[src/rtl/ashk_pkg.sv]
`timescale 1ns / 1ps

package ashk_pkg;

    // Block constants
    localparam int SAMPLES_PER_PASS  = 50;
    localparam int PASSES_PER_WINDOW = 3;
    localparam int JUMP_COUNT_LIMIT  = 10;
    localparam int FIRST_CHECK_POS   = 2;

    localparam int NUM_AXES    = 3;
    localparam int RAW_W       = 16;
    localparam int GAIN_W      = 16;
    localparam int BIAS_W      = 16;
    localparam int LIM_W       = 20;
    localparam int PROD_W      = 32;
    localparam int SCALE_SHIFT = 12;
    localparam int QUOT_W      = 20;
    localparam int SCALED_W    = 21;
    localparam int MAG_W       = 20;
    localparam int CNT_W       = 8;

    localparam int POS_W  = (SAMPLES_PER_PASS > 2) ? $clog2(SAMPLES_PER_PASS) : 1;
    localparam int PASS_W = (PASSES_PER_WINDOW > 1) ? $clog2(PASSES_PER_WINDOW) : 1;

    localparam logic [POS_W-1:0]  POS_LAST   = POS_W'(SAMPLES_PER_PASS - 1);
    localparam logic [POS_W-1:0]  POS_CHECK  = POS_W'(FIRST_CHECK_POS);
    localparam logic [PASS_W-1:0] PASS_LAST  = PASS_W'(PASSES_PER_WINDOW - 1);
    localparam logic [CNT_W-1:0]  JUMP_LIMIT = CNT_W'(JUMP_COUNT_LIMIT);

    localparam int IN_DATA_W  = 48;
    localparam int OUT_DATA_W = 88;

    localparam int AXIS_Z = 2;

    // Configuration port
    localparam int CFG_IDX_W  = 3;
    localparam int CFG_DATA_W = 20;

    typedef enum logic [CFG_IDX_W-1:0] {
        CFG_GAIN_X   = 3'd0,
        CFG_GAIN_Y   = 3'd1,
        CFG_GAIN_Z   = 3'd2,
        CFG_BIAS_X   = 3'd3,
        CFG_BIAS_Y   = 3'd4,
        CFG_BIAS_Z   = 3'd5,
        CFG_LIMIT_XY = 3'd6,
        CFG_LIMIT_Z  = 3'd7
    } t_cfg_idx;

    localparam logic [GAIN_W-1:0] GAIN_RESET     = GAIN_W'(246);
    localparam logic [BIAS_W-1:0] BIAS_RESET     = '0;
    localparam logic [LIM_W-1:0]  LIMIT_XY_RESET = LIM_W'(40);
    localparam logic [LIM_W-1:0]  LIMIT_Z_RESET  = LIM_W'(50);

    // Window sequencer flags for the sample entering the last stage
    typedef struct packed {
        logic check;
        logic close;
    } t_seq_ctl;

    // Per-lane pipeline controls
    typedef struct packed {
        logic ld1;
        logic ld2;
        logic ld3;
        logic check;
        logic close;
    } t_lane_ctl;

endpackage

[src/rtl/ashk_lane.sv]
`timescale 1ns / 1ps

module ashk_lane
    import ashk_pkg::*;
(
    input  logic                       i_clk,
    input  logic                       i_rst_n,
    input  t_lane_ctl                  i_ctl,
    input  logic signed [RAW_W-1:0]    i_raw,
    input  logic        [GAIN_W-1:0]   i_gain,
    input  logic signed [BIAS_W-1:0]   i_bias,
    input  logic        [LIM_W-1:0]    i_limit,
    output logic signed [SCALED_W-1:0] o_scaled,
    output logic        [CNT_W-1:0]    o_shakes
);

    // Stage 1: raw * gain
    logic signed [PROD_W-1:0]   w_prod;
    logic signed [PROD_W-1:0]   r_prod;

    // Stage 2: floor shift, bias, magnitude
    logic signed [PROD_W-1:0]   w_shift;
    logic signed [QUOT_W-1:0]   w_quot;
    logic signed [SCALED_W-1:0] w_scaled;
    logic        [SCALED_W-1:0] w_mag_full;
    logic signed [SCALED_W-1:0] r_scaled;
    logic        [MAG_W-1:0]    r_mag;

    // Stage 3: jump detection and counters
    logic signed [SCALED_W-1:0] r_scaled_out;
    logic        [MAG_W-1:0]    r_prev_mag;
    logic        [MAG_W-1:0]    w_diff;
    logic                       w_hit;
    logic        [CNT_W-1:0]    r_jump;
    logic        [CNT_W-1:0]    n_jump;
    logic        [CNT_W-1:0]    r_shake;
    logic        [CNT_W-1:0]    n_shake;

    // Signed 16 x unsigned 16 always fits 32 signed bits
    assign w_prod = PROD_W'(i_raw) * PROD_W'($signed({1'b0, i_gain}));

    always_ff @(posedge i_clk) begin
        if (i_ctl.ld1) begin
            r_prod <= w_prod;
        end
    end

    assign w_shift    = r_prod >>> SCALE_SHIFT;
    assign w_quot     = w_shift[QUOT_W-1:0];
    assign w_scaled   = $signed({w_quot[QUOT_W-1], w_quot})
                      - $signed({{(SCALED_W-BIAS_W){i_bias[BIAS_W-1]}}, i_bias});
    assign w_mag_full = w_scaled[SCALED_W-1] ? (~w_scaled + 1'b1) : w_scaled;

    always_ff @(posedge i_clk) begin
        if (i_ctl.ld2) begin
            r_scaled <= w_scaled;
            r_mag    <= w_mag_full[MAG_W-1:0];
        end
    end

    // Magnitude change against the previous sample
    assign w_diff = (r_mag >= r_prev_mag) ? (r_mag - r_prev_mag) : (r_prev_mag - r_mag);
    assign w_hit  = i_ctl.check && ({{(LIM_W-MAG_W){1'b0}}, w_diff} > i_limit);

    always_comb begin
        n_jump  = r_jump;
        n_shake = r_shake;
        if (w_hit && (r_jump != '1)) begin
            n_jump = r_jump + 1'b1;
        end
        if (i_ctl.close) begin
            if (n_jump > JUMP_LIMIT) begin
                n_shake = r_shake + 1'b1;
            end
            n_jump = '0;
        end
    end

    always_ff @(posedge i_clk) begin
        if (i_ctl.ld3) begin
            r_scaled_out <= r_scaled;
            r_prev_mag   <= r_mag;
        end
    end

    always_ff @(posedge i_clk) begin
        if (!i_rst_n) begin
            r_jump  <= '0;
            r_shake <= '0;
        end else if (i_ctl.ld3) begin
            r_jump  <= n_jump;
            r_shake <= n_shake;
        end
    end

    assign o_scaled = r_scaled_out;
    assign o_shakes = r_shake;

    // Closing a window always leaves the jump count cleared
    a_jump_clear: assert property (@(posedge i_clk) disable iff (!i_rst_n)
        (i_ctl.ld3 && i_ctl.close) |=> (r_jump == '0))
        else $error("jump count not cleared at window end");

endmodule

[src/rtl/ashk_seq.sv]
`timescale 1ns / 1ps

module ashk_seq
    import ashk_pkg::*;
(
    input  logic     i_clk,
    input  logic     i_rst_n,
    input  logic     i_adv,
    output t_seq_ctl o_ctl
);

    logic [POS_W-1:0]  r_pos;
    logic [PASS_W-1:0] r_pass;

    assign o_ctl.check = (r_pos >= POS_CHECK);
    assign o_ctl.close = (r_pos == POS_LAST) && (r_pass == PASS_LAST);

    always_ff @(posedge i_clk) begin
        if (!i_rst_n) begin
            r_pos  <= '0;
            r_pass <= '0;
        end else if (i_adv) begin
            if (r_pos == POS_LAST) begin
                r_pos <= '0;
                if (r_pass == PASS_LAST) begin
                    r_pass <= '0;
                end else begin
                    r_pass <= r_pass + 1'b1;
                end
            end else begin
                r_pos <= r_pos + 1'b1;
            end
        end
    end

    a_pos_range: assert property (@(posedge i_clk) disable iff (!i_rst_n)
        r_pos <= POS_LAST)
        else $error("ring position out of range");

    a_pass_range: assert property (@(posedge i_clk) disable iff (!i_rst_n)
        r_pass <= PASS_LAST)
        else $error("pass count out of range");

endmodule

[src/rtl/accel_shake_detector_core.sv]
`timescale 1ns / 1ps

// Three-axis accelerometer shake detector.
//
// Input stream: one beat per raw XYZ sample on s_axis_tdata. Each axis is
// scaled as floor(raw * gain / 4096) - bias (milli-g) in its own lane, and the
// magnitude change against the previous sample is checked against the jump
// limit. Every 50 samples form a pass (positions 2..49 are checked); every
// third pass closes a window, and an axis with more than 10 jumps in the
// window bumps its 8-bit wrapping shake count.
// Output stream: one beat per input beat with the scaled samples and the
// shake counts on m_axis_tdata; m_axis_tlast marks the beat that closed a window.
// Configuration: write gains, biases and limits through i_cfg_we/idx/data
// while the stream is idle; writes take effect on the next edge.
// Pipeline: three register stages (multiply, scale, jump check); m_axis_tvalid
// rises when the sample is loaded into the jump-check (output) register.
// Throughput: one beat per cycle; a stalled output holds
// its beat while the earlier stages keep filling, and s_axis_tready drops only
// when all three stages are full and m_axis_tready is low.
// Reset: clears the pipeline, ring position, pass count, jump and shake
// counts and loads the default gains (246), biases (0), limits (40 / 50).

module accel_shake_detector_core
    import ashk_pkg::*;
(
    input  logic                  i_clk,
    input  logic                  i_rst_n,
    // raw_x[15:0], raw_y[31:16], raw_z[47:32]
    input  logic [IN_DATA_W-1:0]  s_axis_tdata,
    input  logic                  s_axis_tvalid,
    output logic                  s_axis_tready,
    // scaled_x[20:0], scaled_y[41:21], scaled_z[62:42],
    // shakes_x[70:63], shakes_y[78:71], shakes_z[86:79], zero pad [87]
    output logic [OUT_DATA_W-1:0] m_axis_tdata,
    output logic                  m_axis_tlast,
    output logic                  m_axis_tvalid,
    input  logic                  m_axis_tready,
    input  logic                  i_cfg_we,
    input  logic [CFG_IDX_W-1:0]  i_cfg_idx,
    input  logic [CFG_DATA_W-1:0] i_cfg_data
);

    // Configuration registers
    logic [GAIN_W-1:0] r_gain [NUM_AXES];
    logic [BIAS_W-1:0] r_bias [NUM_AXES];
    logic [LIM_W-1:0]  r_lim_xy;
    logic [LIM_W-1:0]  r_lim_z;

    // Stage valids; stage 3 is the output register
    logic r_v1;
    logic r_v2;
    logic r_v3;
    logic r_last;
    logic w_rdy1;
    logic w_rdy2;
    logic w_rdy3;
    logic w_ld1;
    logic w_ld2;
    logic w_ld3;

    t_seq_ctl  w_seq;
    t_lane_ctl w_lane_ctl;

    logic signed [SCALED_W-1:0] w_scaled [NUM_AXES];
    logic        [CNT_W-1:0]    w_shakes [NUM_AXES];

    // Register writes; idle-only by contract
    always_ff @(posedge i_clk) begin
        if (!i_rst_n) begin
            for (int a = 0; a < NUM_AXES; a++) begin
                r_gain[a] <= GAIN_RESET;
                r_bias[a] <= BIAS_RESET;
            end
            r_lim_xy <= LIMIT_XY_RESET;
            r_lim_z  <= LIMIT_Z_RESET;
        end else if (i_cfg_we) begin
            unique case (t_cfg_idx'(i_cfg_idx))
                CFG_GAIN_X:   r_gain[0] <= i_cfg_data[GAIN_W-1:0];
                CFG_GAIN_Y:   r_gain[1] <= i_cfg_data[GAIN_W-1:0];
                CFG_GAIN_Z:   r_gain[2] <= i_cfg_data[GAIN_W-1:0];
                CFG_BIAS_X:   r_bias[0] <= i_cfg_data[BIAS_W-1:0];
                CFG_BIAS_Y:   r_bias[1] <= i_cfg_data[BIAS_W-1:0];
                CFG_BIAS_Z:   r_bias[2] <= i_cfg_data[BIAS_W-1:0];
                CFG_LIMIT_XY: r_lim_xy  <= i_cfg_data;
                CFG_LIMIT_Z:  r_lim_z   <= i_cfg_data;
                default: ;
            endcase
        end
    end

    // Advance a stage when it is empty or its successor moves
    assign w_rdy3 = !r_v3 || m_axis_tready;
    assign w_rdy2 = !r_v2 || w_rdy3;
    assign w_rdy1 = !r_v1 || w_rdy2;

    assign w_ld1 = s_axis_tvalid && w_rdy1;
    assign w_ld2 = r_v1 && w_rdy2;
    assign w_ld3 = r_v2 && w_rdy3;

    assign s_axis_tready = w_rdy1;

    always_ff @(posedge i_clk) begin
        if (!i_rst_n) begin
            r_v1 <= 1'b0;
            r_v2 <= 1'b0;
            r_v3 <= 1'b0;
        end else begin
            if (w_rdy1) begin
                r_v1 <= s_axis_tvalid;
            end
            if (w_rdy2) begin
                r_v2 <= r_v1;
            end
            if (w_rdy3) begin
                r_v3 <= r_v2;
            end
        end
    end

    // Ring position and pass tracking, stepped as a sample enters stage 3
    ashk_seq u_seq (
        .i_clk   (i_clk),
        .i_rst_n (i_rst_n),
        .i_adv   (w_ld3),
        .o_ctl   (w_seq)
    );

    assign w_lane_ctl.ld1   = w_ld1;
    assign w_lane_ctl.ld2   = w_ld2;
    assign w_lane_ctl.ld3   = w_ld3;
    assign w_lane_ctl.check = w_seq.check;
    assign w_lane_ctl.close = w_seq.close;

    // One lane per axis
    for (genvar g = 0; g < NUM_AXES; g++) begin : g_lane
        ashk_lane u_lane (
            .i_clk    (i_clk),
            .i_rst_n  (i_rst_n),
            .i_ctl    (w_lane_ctl),
            .i_raw    ($signed(s_axis_tdata[g*RAW_W +: RAW_W])),
            .i_gain   (r_gain[g]),
            .i_bias   ($signed(r_bias[g])),
            .i_limit  ((g == AXIS_Z) ? r_lim_z : r_lim_xy),
            .o_scaled (w_scaled[g]),
            .o_shakes (w_shakes[g])
        );
    end

    // Merge: window flag rides with the output beat
    always_ff @(posedge i_clk) begin
        if (w_ld3) begin
            r_last <= w_seq.close;
        end
    end

    assign m_axis_tvalid = r_v3;
    assign m_axis_tlast  = r_last;
    assign m_axis_tdata  = {1'b0,
                            w_shakes[2], w_shakes[1], w_shakes[0],
                            w_scaled[2], w_scaled[1], w_scaled[0]};

    // Input stalls only when every stage holds a sample
    a_full_stall: assert property (@(posedge i_clk) disable iff (!i_rst_n)
        !s_axis_tready |-> (r_v1 && r_v2 && r_v3))
        else $error("input stalled with an empty stage");

    // Shake counts move only on a window close
    a_shake_hold: assert property (@(posedge i_clk) disable iff (!i_rst_n)
        !(w_ld3 && w_seq.close) |=> $stable(m_axis_tdata[OUT_DATA_W-2:NUM_AXES*SCALED_W]))
        else $error("shake counts changed outside a window close");

endmodule

[config.mk]
export PLATFORM = sky130hd
export DESIGN_NAME = accel_shake_detector_core
export DESIGN_NICKNAME = d
export VERILOG_FILES = /design/src/rtl/ashk_pkg.sv /design/src/rtl/ashk_lane.sv /design/src/rtl/ashk_seq.sv /design/src/rtl/accel_shake_detector_core.sv
export SDC_FILE = /design/constraint.sdc
export NUM_CORES = 2
export LEC_CHECK = 0
export BUFFER_PORTS_ARGS = -buffer_cell sky130_fd_sc_hd__buf_4
export CORE_ASPECT_RATIO = 0.7
export CORE_MARGIN = 1.5
export CORE_UTILIZATION = 45
export CTS_CLUSTER_SIZE = 24
export DETAILED_ROUTE_END_ITERATION = 8
export PLACE_DENSITY_LB_ADDON = 0.25
export RECOVER_POWER = 100
export SETUP_SLACK_MARGIN = 0.4
export SKIP_LAST_GASP = 1
export SLEW_MARGIN = 25
export SYNTH_ARGS = -nofsm -noshare
export SYNTH_HDL_FRONTEND = slang
export SYNTH_SLANG_ARGS = --single-unit
[constraint.sdc]
create_clock -name i_clk -period 13.8 [get_ports i_clk]
set_clock_uncertainty 0.15 [all_clocks]
set_input_delay 0 -clock i_clk [delete_from_list [all_inputs] [get_ports i_clk]]
set_output_delay 0 -clock i_clk [all_outputs]
set_load 0.02 [all_outputs]
==> impl_summary.log <==
INFO  metric ys_top_cells_by_area = edfxtp_1, fa_1, ha_1, inv_1, nand2_1
INFO  metric final-instance-count-excl-fill = 7164
INFO  metric slew_headroom = -1.62
INFO  metric clkSlewWorstSetupHoldPaths = 0.06 ns
INFO  metric final_antenna_net_count = 0
INFO  metric timing.critical_path.to = g_lane[0].u_lane.o_shakes[5]$_SDFFE_PN0P_
INFO  metric final_nets = 6816
INFO  metric portBuffers = 165
INFO  metric gp_routability_congestion = 0.905
INFO  metric setup-violations-final = 0
INFO  metric min_path_type = input port to register
INFO  metric area_growth_syn_to_layout = 7.97%
INFO  metric clockRootBuffer = clkbuf_16
INFO  metric rr_startpoint = g_lane[0].u_lane.r_mag[4]$_DFFE_PP_
INFO  metric postSynth.asyncResetShare = 0
INFO  metric crit_arrival = 9.21 ns
INFO  metric powerDensity = 265 nW/µm²
INFO  metric core.rowCount = 105
INFO  metric clock_buffer_count_from_cts = 54
INFO  metric global_route.overflow_total = 0
INFO  metric yosysSeqAreaShare = 0.262
INFO  metric total_leakage_power = 26.2 nW
INFO  metric gr-usage-all-layers = 0.232
INFO  metric die_area = 120000 µm²
INFO  metric endpoint_kind = register
INFO  metric synth.ff_latch_count = 496
INFO  metric cts_hold_buf = 37
INFO  metric final_hpwl_dp = 107000 µm
INFO  metric finalCoreUtilization = 0.489
INFO  metric first_global_vias = 37900
INFO  metric synth_cell_area = 53000 µm²
INFO  metric via_per_inst = 5.31
INFO  metric detailedRoute.firstPassIterationCount = 6
INFO  metric status = finished with violations
INFO  metric yosys_warnings = 0
INFO  metric synth_enable_flop_cells = 397
INFO  metric rsz0062_at_grt = false
INFO  metric post-route-min-period = 8.82 ns
INFO  metric via_count = 38100
INFO  metric drt-initial-drc-count = 3052
INFO  metric final_max_slew_viol_count = 524
INFO  metric reg2reg_slack = 4.98 ns
INFO  metric critPathKind = register to register
INFO  metric cap_violations = 13
INFO  metric route.detailed.drc = 0
INFO  metric cts.repair.resized = 0
INFO  metric die_w = 413 µm
INFO  metric post-cts-setup-buffers = 0
INFO  metric yosysTopAreaCellShare = 0.225
INFO  metric tritoncts = built
INFO  metric cp_max_fo = 33
INFO  metric cp.required = 14.19 ns
INFO  metric largest_net_degree_at_the_start_of_global_routing = 87
INFO  metric synthesis.area_per_instance = 9.70 µm²
INFO  metric worst_skew_pair.late_latency = 0.65 ns
INFO  metric grt_first_pass_wirelength = 218000 µm
INFO  metric post-synth-top-count-cell = inv_1
INFO  metric yosysUniqueCellTypes = 101
INFO  metric net_count_after_synthesis = 6723
INFO  metric final_hold_viol_count = 0
INFO  metric yosys_most_used_dff = edfxtp_1
INFO  metric fp.dieH = 290 µm
INFO  metric io_pins = 167
INFO  metric wire_per_inst = 19.2 µm
INFO  metric peakVddDrop = 0.000240 V
INFO  metric timing.hold.worst_path_depth = 4
INFO  metric max_slew.worst_pin.slew = 3.93 ns
INFO  metric timing.reg2reg.worst_path_depth = 22
INFO  metric synthCells = 5468
INFO  metric drive_above_1_share = 0.0382
INFO  metric initial_antenna_violation_count = 3
INFO  metric fmax = 113 MHz
INFO  metric drt_wl_total = 138000 µm
INFO  metric initial_core_utilization = 0.453
INFO  metric worstSetupStartpoint = g_lane[0].u_lane.r_mag[4]$_DFFE_PP_
INFO  metric synth_area_leader_cell = edfxtp_1
INFO  metric post-route-period-util = 0.639
INFO  metric clock_tree.htree_level_count = 2
INFO  metric failed_checks = capacitance limit, slew limit
INFO  metric fin_tns_setup = 0 ns
INFO  metric place_inst = 7018
INFO  metric synth.top_cells.by_count = inv_1, nand2_1, ha_1, fa_1, edfxtp_1
INFO  metric critPathLaunchType = register
INFO  metric bufs_on_longest_clock_path = 3
INFO  metric tritoncts_num_sinks = 496
INFO  metric critical_path.reg2reg.endpoint = g_lane[0].u_lane.o_shakes[5]$_SDFFE_PN0P_
INFO  metric core_area = 117000 µm²
## worst min-delay path by stage
stage	start	to	slack, ns
after floorplan	i_cfg_data[10]	r_lim_xy[10]$_SDFFE_PN0P_	-0.01
after global placement	i_cfg_data[16]	r_lim_z[16]$_SDFFE_PN0P_	0.14
after detailed placement	i_cfg_data[16]	r_lim_z[16]$_SDFFE_PN0P_	0.15
after CTS	i_cfg_data[16]	r_lim_xy[16]$_SDFFE_PN0P_	0.02
after global routing	i_cfg_data[19]	r_lim_xy[19]$_SDFFE_PN0P_	0.03
final	i_cfg_data[16]	r_lim_xy[16]$_SDFFE_PN0P_	0.05
## cell type report
cell class,count,area (µm²)
Clock buffer,63,1460
Inverter,1011,3800
Fill cell,11000,59800
Multi-Input combinational cell,3773,34400
Sequential cell,496,13900
Tap cell,1551,1940
Clock inverter,37,358
Timing Repair Buffer,225,1360
Antenna cell,8,20.0
## cell families (layout without fill, tap and decap cells)
kind of cell / after synthesis / in the layout / share of synthesized area
AOI/OAI and AO/OA: 783 / 783 / 0.0988
DFF: 496 / 496 / 0.262
and+or+nand+nor: 1537 / 1537 / 0.144
other: 1 / 9 / 0.0000707
xor gates and xnor gates: 213 / 213 / 0.0352
adders and majority gates: 1179 / 1179 / 0.361
muxes: 60 / 60 / 0.0118
buffers and inverters: 1199 / 1336 / 0.0862
## power by group
part,leakage [nW],internal (mW),switching (mW)
clock,0.884,0.838,0.650
combinational,20.8,4.59,6.39
sequential,4.56,2.52,0.216
## critical path, cell delays in order, from the launching register on
cell,delay [ns]
edfxtp_1,0.42
ha_1,0.47
nand3_1,0.25
o221ai_1,0.36
o31ai_1,0.18
o311ai_0,0.31
a221o_1,0.21
clkbuf_1,1.23
mux2_2,0.44
a21oi_1,0.49
nor3_1,0.10
a41oi_1,0.19
nand4_1,0.24
ha_1,0.35
and3_1,0.18
nand4_1,0.14
nor2_1,0.29
o31a_1,0.32
o31ai_1,0.21
or3b_2,0.50
a221oi_1,1.26
o311ai_0,0.29
o41ai_1,0.14
## flip-flops by register name, indices dropped and copies added, names as in the netlist, 2 cells and up
name	flops
g_lane.u_lane.o_scaled	60
g_lane.u_lane.o_shakes	24
g_lane.u_lane.r_jump	24
g_lane.u_lane.r_mag	58
g_lane.u_lane.r_prev_mag	60
g_lane.u_lane.r_prod	60
g_lane.u_lane.r_scaled	62
r_bias	48
r_gain	48
r_lim_xy	20
r_lim_z	20
u_seq.r_pass	2
u_seq.r_pos	6
## cell usage in the layout, fill, tap and decap left out, drive strengths merged, types with 46 or more instances in the layout
cell type	count
and2	347
dfxtp	99
buf	76
clkbuf	175
xor2	85
o21ai	119
a21o	122
edfxtp	397
fa	588
nor3	51
a21oi	253
nand3	54
nor2b	46
inv	1014
xnor2	128
nor2	187
nand2	606
ha	591
nand2b	81
## per-stage QoR
stage	setup WS [ns]	cell area (µm²)	hold WS, ns	power (mW)
after floorplan	3.62	53000	-0.0140	10.9
after detailed placement	6.70	55700	0.146	13.7
after CTS	6.68	57800	0.0155	15.3
final	4.98	57300	0.0525	15.2
after global routing	4.07	57200	0.0306	16.8
after global placement	6.80	55600	0.140	13.6
## metal layers
layer	vias to the layer above	wire length, µm	track usage
met5	-	0	0
met4	0	3250	0.0500
met3	129	10100	0.0442
met2	1105	57600	0.340
met1	18800	66800	0.353
li1	18000	-	-
(Power assumes the default switching activity.)
